[src/rtl/escaped_command_frame_encoder_assert.svh]
// assertion macros for the escaped command frame encoder
// no dependencies; define NO_ASSERTIONS to compile them away
`ifndef ESCAPED_COMMAND_FRAME_ENCODER_ASSERT_SVH
`define ESCAPED_COMMAND_FRAME_ENCODER_ASSERT_SVH

`ifndef NO_ASSERTIONS

// same-cycle implication
`define ECFE_ASSERT_IMP(label, clk, rst_n, ante, cons) \
  label: assert property (@(posedge clk) disable iff (!rst_n) (ante) |-> (cons)) \
    else $error("ecfe assertion failed");

// next-cycle implication
`define ECFE_ASSERT_NXT(label, clk, rst_n, ante, cons) \
  label: assert property (@(posedge clk) disable iff (!rst_n) (ante) |=> (cons)) \
    else $error("ecfe assertion failed");

`else

`define ECFE_ASSERT_IMP(label, clk, rst_n, ante, cons)
`define ECFE_ASSERT_NXT(label, clk, rst_n, ante, cons)

`endif

`endif

[src/rtl/ecfe_pkg.sv]
// shared types and constants for the escaped command frame encoder
// used by every module of the block; no dependencies
package ecfe_pkg;

  localparam int BODY_BYTES_DEF = 32;
  localparam int LEN_W          = 5;
  localparam int TOTAL_W        = 6;
  localparam int SUM_W          = 16;
  localparam int CMD_W          = 16;
  localparam int ADDR_W         = 3;
  localparam int DATA_W         = 32;

  localparam logic [CMD_W-1:0] CMD_RESET = 16'hFE05;
  localparam logic              REG_COMMAND_CODE = 1'b0;

  localparam logic [7:0] BYTE_SYNC   = 8'hAA;
  localparam logic [7:0] BYTE_ESC    = 8'hDE;
  localparam logic [7:0] BYTE_ESC_AA = 8'hDF;
  localparam logic [7:0] BYTE_ESC_DE = 8'hE0;
  localparam logic [7:0] BYTE_START  = 8'hF0;
  localparam logic [7:0] BYTE_STOP   = 8'h0F;
  localparam logic [TOTAL_W-1:0] LEN_OVERHEAD = 6'd4;

  typedef struct packed {
    logic [7:0]       payload_byte;
    logic [LEN_W-1:0] payload_length;
  } in_t;

  typedef struct packed {
    logic [7:0] out_byte;
    logic       run_last;
    logic       frame_end;
  } out_t;

  // one classified item handed from front to back
  typedef struct packed {
    logic               hdr;
    logic               tail;
    logic [TOTAL_W-1:0] total;
    logic [CMD_W-1:0]   cmd;
    logic [7:0]         data;
    logic [SUM_W-1:0]   sum;
  } job_t;

  typedef struct packed {
    logic full;
    logic empty;
  } q_stat_t;

endpackage

[src/rtl/ecfe_front.sv]
// front end: accepts payload words, tracks the frame and builds jobs
// depends on ecfe_pkg
module ecfe_front import ecfe_pkg::*; #(
  parameter int BODY_BYTES = BODY_BYTES_DEF
) (
  input  logic             clk,
  input  logic             rst_n,
  input  logic             in_valid,
  output logic             in_stall,
  input  in_t              in_data,
  input  logic [CMD_W-1:0] cmd,
  input  q_stat_t          q_stat,
  output logic             push,
  output job_t             job
);

  localparam int MAX_LEN = (BODY_BYTES - 6 < 31) ? BODY_BYTES - 6 : 31;

  logic             in_frame_r, in_frame_nxt;
  logic [LEN_W-1:0] seen_r, seen_nxt;
  logic [LEN_W-1:0] flen_r, flen_nxt;
  logic [SUM_W-1:0] sum_r, sum_nxt;
  logic [LEN_W-1:0] len_clamp;
  logic [TOTAL_W-1:0] total;
  logic [SUM_W-1:0] base;
  logic [LEN_W-1:0] seen_inc;
  logic             tail;

  assign in_stall = q_stat.full;
  assign push     = in_valid && !q_stat.full;

  always_comb begin
    len_clamp = in_data.payload_length;
    if (len_clamp == '0) begin
      len_clamp = LEN_W'(1);
    end
    if (len_clamp > LEN_W'(MAX_LEN)) begin
      len_clamp = LEN_W'(MAX_LEN);
    end
    total = {1'b0, len_clamp} + LEN_OVERHEAD;

    // header bytes enter the checksum on a frame's first word
    if (!in_frame_r) begin
      base     = SUM_W'(total) + SUM_W'(cmd[7:0]) + SUM_W'(cmd[15:8]);
      flen_nxt = len_clamp;
    end else begin
      base     = sum_r;
      flen_nxt = flen_r;
    end
    sum_nxt      = base + SUM_W'(in_data.payload_byte);
    seen_inc     = seen_r + LEN_W'(1);
    tail         = seen_inc >= flen_nxt;
    in_frame_nxt = !tail;
    seen_nxt     = tail ? '0 : seen_inc;

    job.hdr   = !in_frame_r;
    job.tail  = tail;
    job.total = total;
    job.cmd   = cmd;
    job.data  = in_data.payload_byte;
    job.sum   = sum_nxt;
  end

  always_ff @(posedge clk) begin
    if (!rst_n) begin
      in_frame_r <= 1'b0;
      seen_r     <= '0;
      flen_r     <= '0;
      sum_r      <= '0;
    end else if (push) begin
      in_frame_r <= in_frame_nxt;
      seen_r     <= seen_nxt;
      flen_r     <= flen_nxt;
      sum_r      <= sum_nxt;
    end
  end

endmodule

[src/rtl/ecfe_queue.sv]
// two-entry job queue between front and back end
// depends on ecfe_pkg
module ecfe_queue import ecfe_pkg::*; (
  input  logic    clk,
  input  logic    rst_n,
  input  logic    push,
  input  job_t    push_job,
  input  logic    pop,
  output job_t    head,
  output q_stat_t stat
);

  job_t       mem_r [2];
  logic       wr_ptr_r;
  logic       rd_ptr_r;
  logic [1:0] count_r;

  assign head       = mem_r[rd_ptr_r];
  assign stat.full  = count_r == 2'd2;
  assign stat.empty = count_r == 2'd0;

  always_ff @(posedge clk) begin
    if (!rst_n) begin
      wr_ptr_r <= 1'b0;
      rd_ptr_r <= 1'b0;
      count_r  <= 2'd0;
    end else begin
      if (push) begin
        wr_ptr_r <= !wr_ptr_r;
      end
      if (pop) begin
        rd_ptr_r <= !rd_ptr_r;
      end
      count_r <= count_r + 2'(push) - 2'(pop);
    end
  end

  always_ff @(posedge clk) begin
    if (push) begin
      mem_r[wr_ptr_r] <= push_job;
    end
  end

endmodule

[src/rtl/ecfe_back.sv]
// back end: walks each job through its wire bytes, escaping length, command, body and checksum bytes
// depends on ecfe_pkg
module ecfe_back import ecfe_pkg::*; (
  input  logic    clk,
  input  logic    rst_n,
  input  job_t    head,
  input  q_stat_t q_stat,
  output logic    pop,
  output logic    out_valid,
  input  logic    out_stall,
  output out_t    out_data
);

  typedef enum logic [3:0] {
    ST_SYNC_A, ST_SYNC_B, ST_LEN_LO, ST_LEN_HI, ST_CMD_LO, ST_CMD_HI,
    ST_BODY, ST_SUM_LO, ST_SUM_HI, ST_END_A, ST_END_B
  } step_t;

  step_t step_r, cur, start_step, end_step;
  logic  started_r;
  logic  phase_r;
  logic  out_valid_r;
  out_t  out_data_r;
  logic  adv, fire, esc, special, step_done;
  logic [7:0] raw, emit;

  assign out_valid = out_valid_r;
  assign out_data  = out_data_r;

  always_comb begin
    start_step = head.hdr ? ST_SYNC_A : ST_BODY;
    end_step   = head.tail ? ST_END_B : ST_BODY;
    cur        = started_r ? step_r : start_step;

    unique case (cur)
      ST_SYNC_A: begin raw = BYTE_SYNC;               esc = 1'b0; end
      ST_SYNC_B: begin raw = BYTE_START;              esc = 1'b0; end
      ST_LEN_LO: begin raw = 8'(head.total);          esc = 1'b1; end
      ST_LEN_HI: begin raw = 8'h00;                   esc = 1'b1; end
      ST_CMD_LO: begin raw = head.cmd[7:0];           esc = 1'b1; end
      ST_CMD_HI: begin raw = head.cmd[15:8];          esc = 1'b1; end
      ST_BODY:   begin raw = head.data;               esc = 1'b1; end
      ST_SUM_LO: begin raw = head.sum[7:0];           esc = 1'b1; end
      ST_SUM_HI: begin raw = head.sum[15:8];          esc = 1'b1; end
      ST_END_A:  begin raw = BYTE_SYNC;               esc = 1'b0; end
      ST_END_B:  begin raw = BYTE_STOP;               esc = 1'b0; end
      default:   begin raw = BYTE_SYNC;               esc = 1'b0; end
    endcase

    special = esc && (raw == BYTE_SYNC || raw == BYTE_ESC);
    // escaped bytes go out as two words, escape first
    if (special && !phase_r) begin
      emit      = BYTE_ESC;
      step_done = 1'b0;
    end else if (special) begin
      emit      = (raw == BYTE_SYNC) ? BYTE_ESC_AA : BYTE_ESC_DE;
      step_done = 1'b1;
    end else begin
      emit      = raw;
      step_done = 1'b1;
    end

    adv  = !out_valid_r || !out_stall;
    fire = adv && !q_stat.empty;
    pop  = fire && step_done && (cur == end_step);
  end

  always_ff @(posedge clk) begin
    if (!rst_n) begin
      step_r      <= ST_SYNC_A;
      started_r   <= 1'b0;
      phase_r     <= 1'b0;
      out_valid_r <= 1'b0;
    end else if (fire) begin
      out_valid_r          <= 1'b1;
      out_data_r.out_byte  <= emit;
      out_data_r.run_last  <= pop;
      out_data_r.frame_end <= step_done && (cur == ST_END_B);
      phase_r              <= special && !phase_r;
      if (pop) begin
        started_r <= 1'b0;
      end else begin
        started_r <= 1'b1;
        step_r    <= step_done ? step_t'(4'(cur) + 4'd1) : cur;
      end
    end else if (adv) begin
      out_valid_r <= 1'b0;
    end
  end

endmodule

[src/rtl/escaped_command_frame_encoder.sv]
// escaped command frame encoder: one output byte per cycle unless stalled, 1 to 16 per word
// when the back end is idle, a word's first byte passes the job queue, then the output register
// the back end's one-byte-per-cycle output register, unless stalled, sets the pace; a
// 2-entry job queue lets input run ahead
// reset (synchronous, rst_n low): frame state and queue cleared, command_code = FE05
`include "escaped_command_frame_encoder_assert.svh"
module escaped_command_frame_encoder import ecfe_pkg::*; #(
  parameter int BODY_BYTES = BODY_BYTES_DEF
) (
  input  logic              clk,
  input  logic              rst_n,
  input  logic              in_valid,
  output logic              in_stall,
  input  in_t               in_data,
  output logic              out_valid,
  input  logic              out_stall,
  output out_t              out_data,
  input  logic              psel,
  input  logic              penable,
  input  logic              pwrite,
  input  logic [ADDR_W-1:0] paddr,
  input  logic [DATA_W-1:0] pwdata,
  output logic [DATA_W-1:0] prdata,
  output logic              pready
);

  logic [CMD_W-1:0] cmd_r;
  logic             push, pop;
  job_t             job, head;
  q_stat_t          q_stat;
  logic             reg_hit;

  assign pready  = 1'b1;
  assign reg_hit = (paddr[2] == REG_COMMAND_CODE) && (paddr[1:0] == 2'b00);
  assign prdata  = reg_hit ? DATA_W'(cmd_r) : '0;

  always_ff @(posedge clk) begin
    if (!rst_n) begin
      cmd_r <= CMD_RESET;
    end else if (psel && penable && pwrite && pready && reg_hit) begin
      cmd_r <= pwdata[CMD_W-1:0];
    end
  end

  ecfe_front #(.BODY_BYTES(BODY_BYTES)) u_front (
    .clk      (clk),
    .rst_n    (rst_n),
    .in_valid (in_valid),
    .in_stall (in_stall),
    .in_data  (in_data),
    .cmd      (cmd_r),
    .q_stat   (q_stat),
    .push     (push),
    .job      (job)
  );

  ecfe_queue u_queue (
    .clk      (clk),
    .rst_n    (rst_n),
    .push     (push),
    .push_job (job),
    .pop      (pop),
    .head     (head),
    .stat     (q_stat)
  );

  ecfe_back u_back (
    .clk       (clk),
    .rst_n     (rst_n),
    .head      (head),
    .q_stat    (q_stat),
    .pop       (pop),
    .out_valid (out_valid),
    .out_stall (out_stall),
    .out_data  (out_data)
  );

  `ECFE_ASSERT_IMP(a_end_is_last, clk, rst_n, out_valid && out_data.frame_end, out_data.run_last)
  `ECFE_ASSERT_IMP(a_end_is_stop, clk, rst_n, out_valid && out_data.frame_end, out_data.out_byte == BYTE_STOP)
  `ECFE_ASSERT_NXT(a_push_fills, clk, rst_n, push, !q_stat.empty)
  `ECFE_ASSERT_IMP(a_pop_nonempty, clk, rst_n, pop, !q_stat.empty)

endmodule
[config.mk]
export PLATFORM = sky130hd
export DESIGN_NAME = escaped_command_frame_encoder
export DESIGN_NICKNAME = d
export VERILOG_FILES = /design/src/rtl/ecfe_pkg.sv /design/src/rtl/ecfe_front.sv /design/src/rtl/ecfe_queue.sv /design/src/rtl/ecfe_back.sv /design/src/rtl/escaped_command_frame_encoder.sv
export VERILOG_INCLUDE_DIRS = /design/src /design/src/rtl
export SDC_FILE = /design/constraint.sdc
export NUM_CORES = 1
export LEC_CHECK = 0
export ABC_AREA = 1
export ABC_CLOCK_PERIOD_IN_PS = 4820
export BUFFER_PORTS_ARGS = -buffer_cell sky130_fd_sc_hd__buf_2
export CORE_UTILIZATION = 40
export DETAILED_ROUTE_END_ITERATION = 8
export GPL_TIMING_DRIVEN = 1
export REMOVE_ABC_BUFFERS = 1
export SYNTH_ARGS = -nofsm -noshare
export SYNTH_HDL_FRONTEND = slang
export SYNTH_HIERARCHICAL = 1
export SYNTH_SLANG_ARGS = --single-unit
[constraint.sdc]
create_clock -name clk -period 4.82 [get_ports clk]
set_clock_uncertainty 0.15 [all_clocks]
set_input_delay 0.964 -clock clk [delete_from_list [all_inputs] [get_ports clk]]
set_output_delay 0.964 -clock clk [all_outputs]
set_load 0.1 [all_outputs]
# ---- Word-level counts from Yosys, hierarchy flattened
# Memories as Yosys holds them, arrays and structs flattened. A register that Yosys moved wholly into a read port is not among the register bits.
# Index checks and enable logic that the tools add are counted.
dict set report word_totals {
  regBits 64
  output_inout_bits 45
  elab_cells 92
  ram_bits 96
  in_bits 55
  mem_count 1
}
# memory words width rd rd_clocked_by_memory_dff wr line
set memory_table {}
lappend memory_table {u_queue.mem_r 2 48 1 1 1 ecfe_queue.sv:13} ;# job_t mem_r [2];
dict set report op_classes {
  n_eq_ne 13
  reduce_logical 29
  addsub 8
  bitwise 2
  order_cmp 2
  muxes 22
}
# cell count
set ops {}
lappend ops {{$pmux W8 S9} 1}
lappend ops {{$add A16 B8 Y16} 2}
lappend ops {{$mux W16} 2}
lappend ops {{$mux W5} 4}
lappend ops {{$eq A4 B3 Y1 const B} 4}
lappend ops {{$eq A8 B8 Y1 const B} 2}
lappend ops {{$mux W4} 3}
lappend ops {{$logic_and A1 B1 Y1} 11}
lappend ops {{$add A6 B8 Y9} 1}
lappend ops {{$logic_not A1 Y1} 9}
lappend ops {{$mux W1} 9}
lappend ops {{$eq A4 B2 Y1 const B} 2}
lappend ops {{$eq A4 B4 Y1 const B} 2}
lappend ops {{$mux W8} 1}
lappend ops {{$reduce_or A7 Y1} 1}
lappend ops {{$add A5 B3 Y6 const B} 1}
lappend ops {{$mux W6} 1}
lappend ops {{$add A5 B1 Y5 const B} 1}
lappend ops {{$ge A5 B5 Y1} 1}
lappend ops {{$gt A5 B5 Y1 const B} 1}
lappend ops {{$logic_not A5 Y1} 1}
lappend ops {{$add A4 B1 Y4 const B} 1}
lappend ops {{$eq A4 B1 Y1 const B} 1}
lappend ops {{$eq A4 B4 Y1} 1}
lappend ops {{9 further kinds} 13}

# ---- Depth between registers and ports, before layout
dict set report logic_depth {
  word_depth 13
  mapped_depth 31
  mapped_depth_nobuf 31
}

# ---- By module
# The synthesis kept the hierarchy.
# module n_inst cells_per_inst area_per_inst_um2 seq_area_each_um2
set modules_own_cells {}
lappend modules_own_cells {ecfe_queue 1 182 3767.4 2982.9}
lappend modules_own_cells {ecfe_front 1 386 2617.5 540.5}
lappend modules_own_cells {ecfe_back 1 260 1649.1 440.4}
lappend modules_own_cells {escaped_command_frame_encoder 1 143 942.2 320.3}

# ---- Least setup slack after synthesis
# OpenSTA, ideal clock, no wires.
dict set report synth_timing {
  kind {in2reg}
  startpoint {input port in_data[0] (netlist bit)}
  endpoint {memory u_queue/mem_r[0][10] (netlist bit), data pin}
  setup_slack_ns -0.093
  setup_ns 0.260
  required_time_ns 4.410
  t_arrival_ns 4.503
  n_path_buf 0
  stages 28
  cell_sequence {a21oi_1 -> nor2_1 -> nor2_1 -> inv_1 -> o41ai_2 -> fa_1 -> ha_1 -> inv_1 -> fa_1 -> inv_1 -> nand3_1 -> nand2_1 -> nand2_1 -> nor2_1 -> nor2_1 -> or2_2 -> nand3_1 -> o21ai_0 -> inv_1 -> ha_1 -> nand2_1 -> nor2_1 -> inv_1 -> o21bai_1 -> nand2_2 -> nor2_4 -> xor2_1 -> inv_1}
}
# element line
set synth_rtl {}
lappend synth_rtl {{start: declaration} escaped_command_frame_encoder.sv:14} ;# input in_t in_data,
lappend synth_rtl {{end: declaration} ecfe_queue.sv:13}

==> impl_metrics.yaml <==
outcome:
  outcome: "complete, no violations"
run:
  drv_cap: 0
sta:
  hold_viol: 0
  finalCritPeriodShare_pct: 96.3
  drv_slew: 0
  worst_slew_pin_slew_ps: 1140
  fmax_mhz: 215
  setup_violations: 0
  rsz0062_at_grt: "yes"
  fin_setup_tns_ps: 0
  relSlewSlack_pct: 24.2
  layout_setup_ws_ps: 176
  period_minus_slack_ps: 4640
clock_tree:
  cts_made_buffers: 17
  clkSinkCount: 161
  clockRootBuffer: "clkbuf_16"
  path_clk_slew_ps: 60
  cts_tree: "done"
  cts_hold_buf: 0
  htree_levels: 4
  insertion_delay_ps: 430
  ctsLongestPathBuffers: 2
logic_synthesis:
  synthArstFlopShare_pct: 0
  synth_top_family_by_area: "simple AND/OR/NAND/NOR gates"
  syn_area_um2: 8980
  ys_warn_count: 6
  synth_compound_area_share_pct: 5.53
  synth_area_per_cell_um2: 9.24
  synth_top_cells_by_area: "edfxtp_1 (35%), dfxtp_1 (12%), nand2_1 (8.9%)"
  synth_top_area_cell: "edfxtp_1"
  syn-instance-count: 971
  synthFlopType: "edfxtp_1"
  synth-xor-area-share_pct: 1.37
  yosys.area_share.adder_pct: 5.55
  ys_seq_area_share_pct: 47.7
  synth_simple_gate_area_share_pct: 22.0
  muxShareOfSynthArea_pct: 7.08
  synth.top_cell.area_share_pct: 35.5
  synth-edff-count: 106
  synth_cell_type_count: 45
  ys_ff_latch: 161
drt:
  drt_pass1_iterations: 5
  drtIter0Drc: 394
  wl_per_cell_um: 14.9
  vias: 6510
  wirelength_um: 20000
  drc_errors: 0
  viasPerCell: 4.84
  ant_nets: 0
die:
  initial_core_util_pct: 41.0
  placementRows: 54
  dieArea_um2: 23000
  ioPinCount: 100
  die_w_um: 152
  core_um2: 21900
  die_y_um: 152
hold_path:
  whs_endpoint: "u_back/out_valid$_SDFFE_PN0P_"
  hold_class: "flop to flop"
  hold_start: "u_back/out_valid$_SDFFE_PN0P_"
  worstHoldPathCells: 2
layout:
  fin_nets: 1143
  diodes: 0
  drive_above_1_share_pct: 26.9
  area_delta_synth_final_pct: 15.8
  design_area_um2: 10400
placed_design:
  place_congestion: 0.845
  dp_hpwl_um: 14500
  place_ws_ps: -413
  place_area_um2: 9550
  port_buffers: 66
critical_path:
  reg2reg_slack_ps: 850
  r2r_start: "cmd_r[1]$_SDFFE_PN0P_"
  crit_arrival_ps: 4810
  worst_path_largest_cell_delay_ps: 390
  crit_start: "in_data[1]"
  crit_slowest_cell: "ha_1"
  worstSetupEndpointType: "flop"
  worstPathRequired_ps: 4980
  crit_type: "input pin to flop"
  worstRegToRegCells: 26
  cp_max_fo: 5
  critPathLaunchType: "input pin"
  worstReg2RegEnd: "u_front/sum_r[14]$_SDFFE_PN0P_"
pwr:
  power.share.clock_pct: 26.6
  p_int_mw: 3.16
  leakage_nw: 4.78
  netSwitchingFraction_pct: 38.6
  ir_drop_mv: 0.241
  p_per_area_nw_per_um2: 496
  combPwrFrac_pct: 37.6
  seq_power_share_pct: 35.8
  power_mw: 5.16
  power_switching_mw: 1.99
global_routing:
  antenna_found_initial: 0
  grt_pass1_vias: 6202
  grt_usage_pct: 17.8
  grt_pass1_wl_um: 32100
  grt_max_degree: 49
  grt_overflow: 0
[synth_stat cells (6+ instances only)]
cell type and number:
nor2_1 92, xor2_1 10, ha_1 27, a21oi_1 38
nand2_1 212, nand3_1 53, dfxtp_1 55, mux2_2 28
nor2_4 9, inv_1 120, nand3_2 7, nand2_4 6
mux2_4 20, o21ai_0 32, clkbuf_1 10, nand4_1 10
nand2_2 16, buf_4 45, fa_1 8, edfxtp_1 106
nor2_2 7
[cell usage in the layout (no fill, tap or decap), types with 17 or more instances in the layout]
cell / instances
buf_4: 47
edfxtp_1: 106
a21oi_1: 36
nor2_1: 86
mux2_2: 28
clkbuf_16: 17
ha_1: 25
conb_1: 19
buf_2: 63
nand3_1: 49
inv_1: 114
dfxtp_1: 54
o21ai_0: 29
nand2_2: 17
nand2_1: 208
mux2_4: 20
[power groups by stage]
stage | clock [mW] | combinational, mW | sequential, mW
2_1_floorplan | 0 | 1.14 | 2.06
3_3_place_gp | 0 | 1.82 | 1.87
3_5_place_dp | 0 | 1.85 | 1.88
4_1_cts | 1.40 | 1.86 | 1.85
5_1_grt | 1.44 | 2.14 | 1.87
6_report | 1.37 | 1.94 | 1.85
[how the worst max path moves through the flow]
stage                                           to  slack [ps]  cells past startpoint
floorplan           u_queue/mem_r[0][10]$_DFFE_PP_        -110                     28
global placement    u_queue/mem_r[0][10]$_DFFE_PP_        -370                     30
detailed placement  u_queue/mem_r[0][10]$_DFFE_PP_        -410                     30
CTS                 u_queue/mem_r[1][10]$_DFFE_PP_          50                     30
global route        u_front/sum_r[14]$_SDFFE_PN0P_         -80                     33
finish              u_front/sum_r[14]$_SDFFE_PN0P_         180                     31
[flip-flops by register name (all words and copies together) (netlist names), 2 cells and up, named ones only]
register and count:
u_back/out_data 10, u_front/sum_r 16, u_front/seen_r 5, u_queue/count_r 2, cmd_r 16, u_back/step_r 4, u_queue/mem_r 96, u_front/flen_r 5
[critical path, delay by kind of cell]
family	cells	cell delay, ps
buffers and inverters	9	800
adders and majority gates	4	1130
and+or+nand+nor	13	1130
AOI/OAI and AO/OA	5	790
[cell families after synthesis]
group                      after synthesis
other                                    3
muxes                                   50
DFF                                    161
adders and majority gates               35
AOI/OAI and AO/OA                       90
and+or+nand+nor                        424
buffers and inverters                  194
xor gates and xnor gates                14
[repair_timing]
| action | in CTS | in global routing |
|---|---|---|
| endpoints found under the setup margin | 0 | 24 |
| buffers inserted | 0 | 8 |
| gates resized for setup | 0 | 49 |
[area by class of cell]
type	count	area, µm²
tap	280	350
clock buffer	17	425
timing repair buffer	113	706
sequential	161	4290
inverter	128	480
clock inverter	15	171
multi-input combinational	632	3970
fill	2119	11500
[per-stage QoR]
| stage | instances | utilization, % | hold slack (ps) |
|---|---|---|---|
| 3_3_place_gp | 1306 | 43.6 | 301 |
| 2_1_floorplan | 921 | - | 308 |
| 3_5_place_dp | 1306 | 43.6 | 313 |
| 5_1_grt | 1346 | 47.5 | 344 |
| 4_1_cts | 1338 | 46.3 | 321 |
| 6_report | 1346 | 47.5 | 312 |
[routing by layer]
| layer | global-route usage, % | wire length (µm) | up-vias |
|---|---|---|---|
| li1 | - | - | 3275 |
| met1 | 23.0 | 9090 | 3101 |
| met2 | 30.4 | 9990 | 121 |
| met3 | 3.37 | 668 | 13 |
| met4 | 4.86 | 246 | 0 |
| met5 | 0 | 0 | - |
No activity file was read; power rests on OpenSTA's default activity.
